`src/hw/rtl/ppfl_pkg.sv`:
```
// Shared types and constants of the page pool free list allocator.
`timescale 1ns / 1ps
`default_nettype none

package ppfl_pkg;

	// Pool geometry
	localparam int MAX_PAGES = 1024;
	localparam int PAGE_W    = $clog2(MAX_PAGES);
	localparam int CNT_W     = PAGE_W + 1;

	// Field widths
	localparam int CMD_W    = 3;
	localparam int STATUS_W = 3;
	localparam int USER_W   = 32;
	localparam int ESIZE_W  = 16;
	localparam int ECOUNT_W = 24;
	localparam int PSIZE_W  = 25;
	localparam int OFFS_W   = 34;
	localparam int BYTES_W  = ESIZE_W + ECOUNT_W;
	localparam int DESC_W   = USER_W + BYTES_W + ECOUNT_W;
	localparam int CFG_IDX_W = 2;

	// Command codes
	localparam logic [CMD_W-1:0] CMD_INIT   = 3'd0;
	localparam logic [CMD_W-1:0] CMD_ALLOC  = 3'd1;
	localparam logic [CMD_W-1:0] CMD_FREE   = 3'd2;
	localparam logic [CMD_W-1:0] CMD_EXPAND = 3'd3;
	localparam logic [CMD_W-1:0] CMD_QUERY  = 3'd4;

	// Status codes
	localparam logic [STATUS_W-1:0] ST_OK        = 3'd0;
	localparam logic [STATUS_W-1:0] ST_NO_FREE   = 3'd1;
	localparam logic [STATUS_W-1:0] ST_INVALID   = 3'd2;
	localparam logic [STATUS_W-1:0] ST_NO_RESIZE = 3'd3;
	localparam logic [STATUS_W-1:0] ST_EXCEEDS   = 3'd4;

	// Configuration register indexes
	localparam logic [CFG_IDX_W-1:0] CFG_PAGE_SIZE    = 2'd0;
	localparam logic [CFG_IDX_W-1:0] CFG_INITIAL      = 2'd1;
	localparam logic [CFG_IDX_W-1:0] CFG_MAX_PAGES    = 2'd2;
	localparam logic [CFG_IDX_W-1:0] CFG_ALLOW_RESIZE = 2'd3;

	// Datapath operation for the current cycle
	typedef enum logic [2:0] {
		DP_NONE,
		DP_ACCEPT,
		DP_EXEC,
		DP_SWEEP,
		DP_PUSH,
		DP_FINISH
	} dp_op_t;

	// Controller to datapath
	typedef struct packed {
		dp_op_t op;
		logic   init_fill;
	} dp_ctl_t;

	// Datapath to controller
	typedef struct packed {
		logic [CMD_W-1:0] cmd;
		logic             out_free;
		logic             walk;
		logic             sweep_last;
		logic             push_last;
	} dp_stat_t;

endpackage

`default_nettype wire

```
`src/hw/rtl/ppfl_ctrl.sv`:
```
// Controller state machine of the page pool free list allocator.
`timescale 1ns / 1ps
`default_nettype none

module ppfl_ctrl
	import ppfl_pkg::*;
(
	input  wire logic     clk,
	input  wire logic     arst_n,
	input  wire logic     in_valid,
	output logic          in_ready,
	input  wire dp_stat_t stat,
	output dp_ctl_t       ctl
);

	typedef enum logic [2:0] {
		S_CLEAR,
		S_IDLE,
		S_EXEC,
		S_INIT,
		S_PUSH,
		S_DONE
	} state_t;

	state_t state_q;
	state_t state_d;

	assign in_ready = (state_q == S_IDLE);

	// Next state and datapath command
	always_comb begin
		state_d       = state_q;
		ctl.op        = DP_NONE;
		ctl.init_fill = 1'b0;
		unique case (state_q)
			S_CLEAR: begin
				ctl.op = DP_SWEEP;
				if (stat.sweep_last) begin
					state_d = S_IDLE;
				end
			end
			S_IDLE: begin
				if (in_valid) begin
					ctl.op  = DP_ACCEPT;
					state_d = S_EXEC;
				end
			end
			S_EXEC: begin
				if (stat.cmd == CMD_INIT) begin
					state_d = S_INIT;
				end else if (stat.walk) begin
					ctl.op  = DP_EXEC;
					state_d = S_PUSH;
				end else if (stat.out_free) begin
					ctl.op  = DP_EXEC;
					state_d = S_IDLE;
				end
			end
			S_INIT: begin
				ctl.op        = DP_SWEEP;
				ctl.init_fill = 1'b1;
				if (stat.sweep_last) begin
					state_d = S_DONE;
				end
			end
			S_PUSH: begin
				ctl.op = DP_PUSH;
				if (stat.push_last) begin
					state_d = S_DONE;
				end
			end
			S_DONE: begin
				if (stat.out_free) begin
					ctl.op  = DP_FINISH;
					state_d = S_IDLE;
				end
			end
			default: begin
				state_d = S_IDLE;
			end
		endcase
	end

	// State register; reset starts the clearing pass
	always_ff @(posedge clk or negedge arst_n) begin
		if (!arst_n) begin
			state_q <= S_CLEAR;
		end else begin
			state_q <= state_d;
		end
	end

endmodule

`default_nettype wire

```
`config.mk`:
```
export PLATFORM = sky130hd
export DESIGN_NAME = ppfl_ctrl
export DESIGN_NICKNAME = d
export VERILOG_FILES = /design/src/hw/rtl/ppfl_pkg.sv /design/src/hw/rtl/ppfl_ctrl.sv
export SDC_FILE = /design/constraint.sdc
export NUM_CORES = 1
export LEC_CHECK = 0
export BUFFER_PORTS_ARGS = -buffer_cell sky130_fd_sc_hd__buf_4
export CAP_MARGIN = 20
export CORE_AREA = 4 4 41 43
export DETAILED_ROUTE_END_ITERATION = 6
export DIE_AREA = 0 0 45 47
export GPL_ROUTABILITY_DRIVEN = 1
export SKIP_LAST_GASP = 1
export SLEW_MARGIN = 20
export SYNTH_ARGS = -nofsm -noshare
export SYNTH_HDL_FRONTEND = slang
export SYNTH_SLANG_ARGS = --single-unit
```
`constraint.sdc`:
```
create_clock -name clk -period 1.8 [get_ports clk]
set_input_delay 0.45 -clock clk [delete_from_list [all_inputs] [get_ports clk]]
set_output_delay 0.45 -clock clk [all_outputs]
set_load 0.01 [all_outputs]
```
# After elaboration in Yosys (flattened, before gate mapping)
# Index checks and enable logic that the tools add are counted.
# word_totals
reg_bits,3
inputBits,10
output_inout_bits,5
elab_cells,29
# classes
eq_ne,9
mux,15
n_reduce_logical,4
# op_table
operator,count
two-way mux 3 bit,8
one-hot mux 3 bit (6 select lines),1
one-hot mux 3 bit (5 select lines),1
"!= test 2 bit, second input constant",4
"== test 3 x 2 -> 1 bit, second input constant",2
"== test 3 bit, second input constant",2
zero test 3 bit,2
two-way mux 2 bit,3
AND reduction 4 bit,1
"== test 3 x 1 -> 1 bit, second input constant",1
two-way mux 1 bit,2
OR reduction 2 bit,1

# Longest topological paths before layout
# depth
depth_word,4
depth_mapped,4
depth_no_buf,3

# Worst setup path after synthesis
# OpenSTA, ideal clock, no wires.
# synth_timing
path_type,input port to output port
startpoint,input port stat[5] (netlist bit)
endpoint,output port ctl[2] (netlist bit)
arrival_ns,1.009
required_ns,1.350
slack_ns,0.341
path_stages,3
path_buffers,0
path_cell_list,nor3_1 o211a_1 nor3_1
# synth_rtl
element,line_no,source
"start, declared",ppfl_ctrl.sv:12,"input wire dp_stat_t stat,"
"end, declared",ppfl_ctrl.sv:13,output dp_ctl_t ctl

==> flow_metrics.tcl <==
set metrics [dict create \
    setup_tns_ps 0 \
    hold_path_class "primary input to flop" \
    fmax_mhz 593 \
    grt_pass1_vias 341 \
    cp_slowest_stage_delay_ps 450 \
    ys_ff_latch 3 \
    maxSlewViolCount 0 \
    finalCritPeriodShare_pct 93.7 \
    dieHeight_um 47 \
    grt_overflow_total 0 \
    place_congestion 0.792 \
    hold_viol 0 \
    wl_per_cell_um 11.2 \
    endpoint_kind "output pin" \
    drc 0 \
    grt_max_degree 13 \
    regArea_um2 76.3 \
    ir_worst_vdd_mv 0.743 \
    drv_cap 0 \
    status "complete, no violations" \
    grt_pass1_wl_mm 1.41 \
    max_slew_margin_pct 82.6 \
    place_area_um2 438 \
    crit_slowest_cell "dfrtp_2" \
    dp.cells 69 \
    clk_pin_slew_ps 40 \
    r2r-end "state_q[2]" \
    drt_iter0_drc 3 \
    dpl.hpwl_um 642 \
    drive_gt1_share_pct 49.2 \
    multi_input_area_um2 208 \
    vias 349 \
    r2r-start "state_q[0]" \
    holdPathStages 4 \
    synth_top_family_by_area "simple AND/OR/NAND/NOR gates" \
    core_area_um2 1300 \
    p_total_uw 756 \
    viasPerCell 4.59 \
    clock-sinks 3 \
    cts_tree "done" \
    wl_um 851 \
    yosys.area_share.simple_pct 32.4 \
    diodes 0 \
    rrSetupSlack_ps 550 \
    cp_max_fo 9 \
    htree_levels 1 \
    grt_antenna_before_repair 0 \
    cp_cell_sequence "nor2b_1, a21oi_1, o32ai_1, buf_4" \
    largest_reg_flops 3 \
    fin_area_um2 493 \
    die_w_um 45 \
    ioPinCount 15 \
    crit_type "flop to output pin" \
    ys_seq_area_share_pct 24.6 \
    rsz0062_at_grt "no" \
    root_buffer "clkbuf_4" \
    postSynthCellCount 39 \
    avgSynthCellArea_um2 7.83 \
    numCtsBuffers 3 \
    ys_warn_count 0 \
    cpLargestDelayFamily "flip-flops" \
    p_leak_nw 0.241 \
    first_pass_iters 3 \
    start_util_pct 23.5 \
    cp.depth 4 \
    top_register "state_q" \
    setup_viol 0 \
    area_delta_synth_final_pct 61.5 \
    dpl_worst_slack_ps 150 \
    nNetsFinal 72 \
    synth_fa_ha_area_share_pct 0 \
    worstMarginPinSlew_ps 259 \
    worstSkewPairLatency_ps 230 \
    cp-startpoint "state_q[1]" \
    synth.net_count 49 \
    startpoint_type "flop" \
    cts_max_path_buffers 2 \
    fin_crit_ps 1690 \
    final_cell_mix "buf_4 (20), nor3_1 (4), nor2_1 (4), nand2_1 (4), clkbuf_4 (3)" \
    crit_required_ps 1350 \
    arrival_ps 1240 \
    yosys.area_share.xor_xnor_pct 0 \
    io_buffers 14 \
    track_usage_pct 9.72 \
    crit_path_end "ctl[1]" \
    synth_area_um2 305 \
    ys_types 23 \
    rr_worst_depth 4 \
    fin_worst_skew_ps 3.36 \
    synth_compound_area_share_pct 31.1 \
    dieArea_um2 2120 \
    cp_num_buf_inv 1 \
    rows 13 \
    power_density_nw_per_um2 1530 \
    largestRegisters "state_q x3" \
    setup_slack_ps 113 \
    synth.area.mux_share_pct 3.69 \
    final_antenna_net_count 0 \
    fillers 149 \
    layoutNonFillerInstCount 76 \
    final_common_cell "buf_4" \
]
==> logic make-up (layout without fill, tap and decap cells) <==
kind of cell    after synthesis  count (layout)
simple gates                 19              19
mux                           1               1
flops                         3               3
buf+inv                       4              26
compound gates               12              12
==> layout make-up <==
class	count	share of cell area, %
multi-input combinational	32	42.1
timing repair buffer	21	32.5
sequential	3	15.5
clock buffer	4	5.33
tap	15	3.81
inverter	1	0.761
==> what timing repair did <==
action                                  in CTS  in global routing
endpoints found under the setup margin       1                  1
gates resized for setup                      2                  0
hold buffers                                 1                  0
setup buffers                                0                  2
hold endpoints to repair                     3                  0
==> per-layer routing <==
metal	vias to the layer above	wire, um	track usage, %	part of all wire (%)
li1	186	-	-	-
met1	150	404	11.1	47
met2	13	371	14.4	44
met3	0	74	5.36	8.7
met4	0	0	5.26	0
met5	-	0	0	0
==> synthesized netlist by cell type <==
cell type | instances | share of area, %
buf_6 | 1 | 3.7
o21a_1 | 1 | 2.5
and2_4 | 1 | 2.9
nor3_1 | 4 | 6.6
and3b_1 | 1 | 2.9
a21oi_1 | 2 | 3.3
o31ai_2 | 1 | 4.1
o211a_1 | 1 | 3.3
or3_1 | 1 | 2.1
nor2b_1 | 3 | 6.1
o22ai_1 | 1 | 2.1
buf_2 | 2 | 3.3
nand2b_1 | 1 | 2.1
a31oi_1 | 1 | 2.1
o311ai_1 | 1 | 2.9
inv_2 | 1 | 1.2
o21ai_1 | 2 | 3.3
nor2_1 | 4 | 4.9
mux2_2 | 1 | 3.7
a2bb2oi_2 | 1 | 4.9
nand2_1 | 4 | 4.9
dfrtp_1 | 3 | 25
o32ai_1 | 1 | 2.9
==> metrics by stage <==
step	hold slack, ps	util [%]
3_5_place_dp	242	33.7
6_report	539	37.9
2_1_floorplan	154	-
3_3_place_gp	240	33.7
4_1_cts	532	36.7
5_1_grt	545	37.9
==> worst register-to-register path, cell delays in order (launching register included) <==
cell	delay, ps
dfrtp_1	360
buf_4	180
mux2_2	340
o22ai_1	170
o21ai_1	90
==> power by group <==
group          total, mW  leakage (nW)  internal, mW  switching, mW
sequential         0.138        0.0355        0.0990         0.0390
clock              0.119        0.0150        0.0831         0.0357
combinational      0.500         0.191         0.275          0.225
total              0.756         0.241         0.457          0.300
==> worst min-delay path by stage <==
stage,slack [ps],to,startpoint
after floorplan,150,state_q[0],arst_n
after global placement,240,state_q[0],arst_n
after detailed placement,240,state_q[0],arst_n
after CTS,530,state_q[1],arst_n
after global routing,550,state_q[1],arst_n
final,540,state_q[1],stat[1]
(Power assumes the default switching activity.)
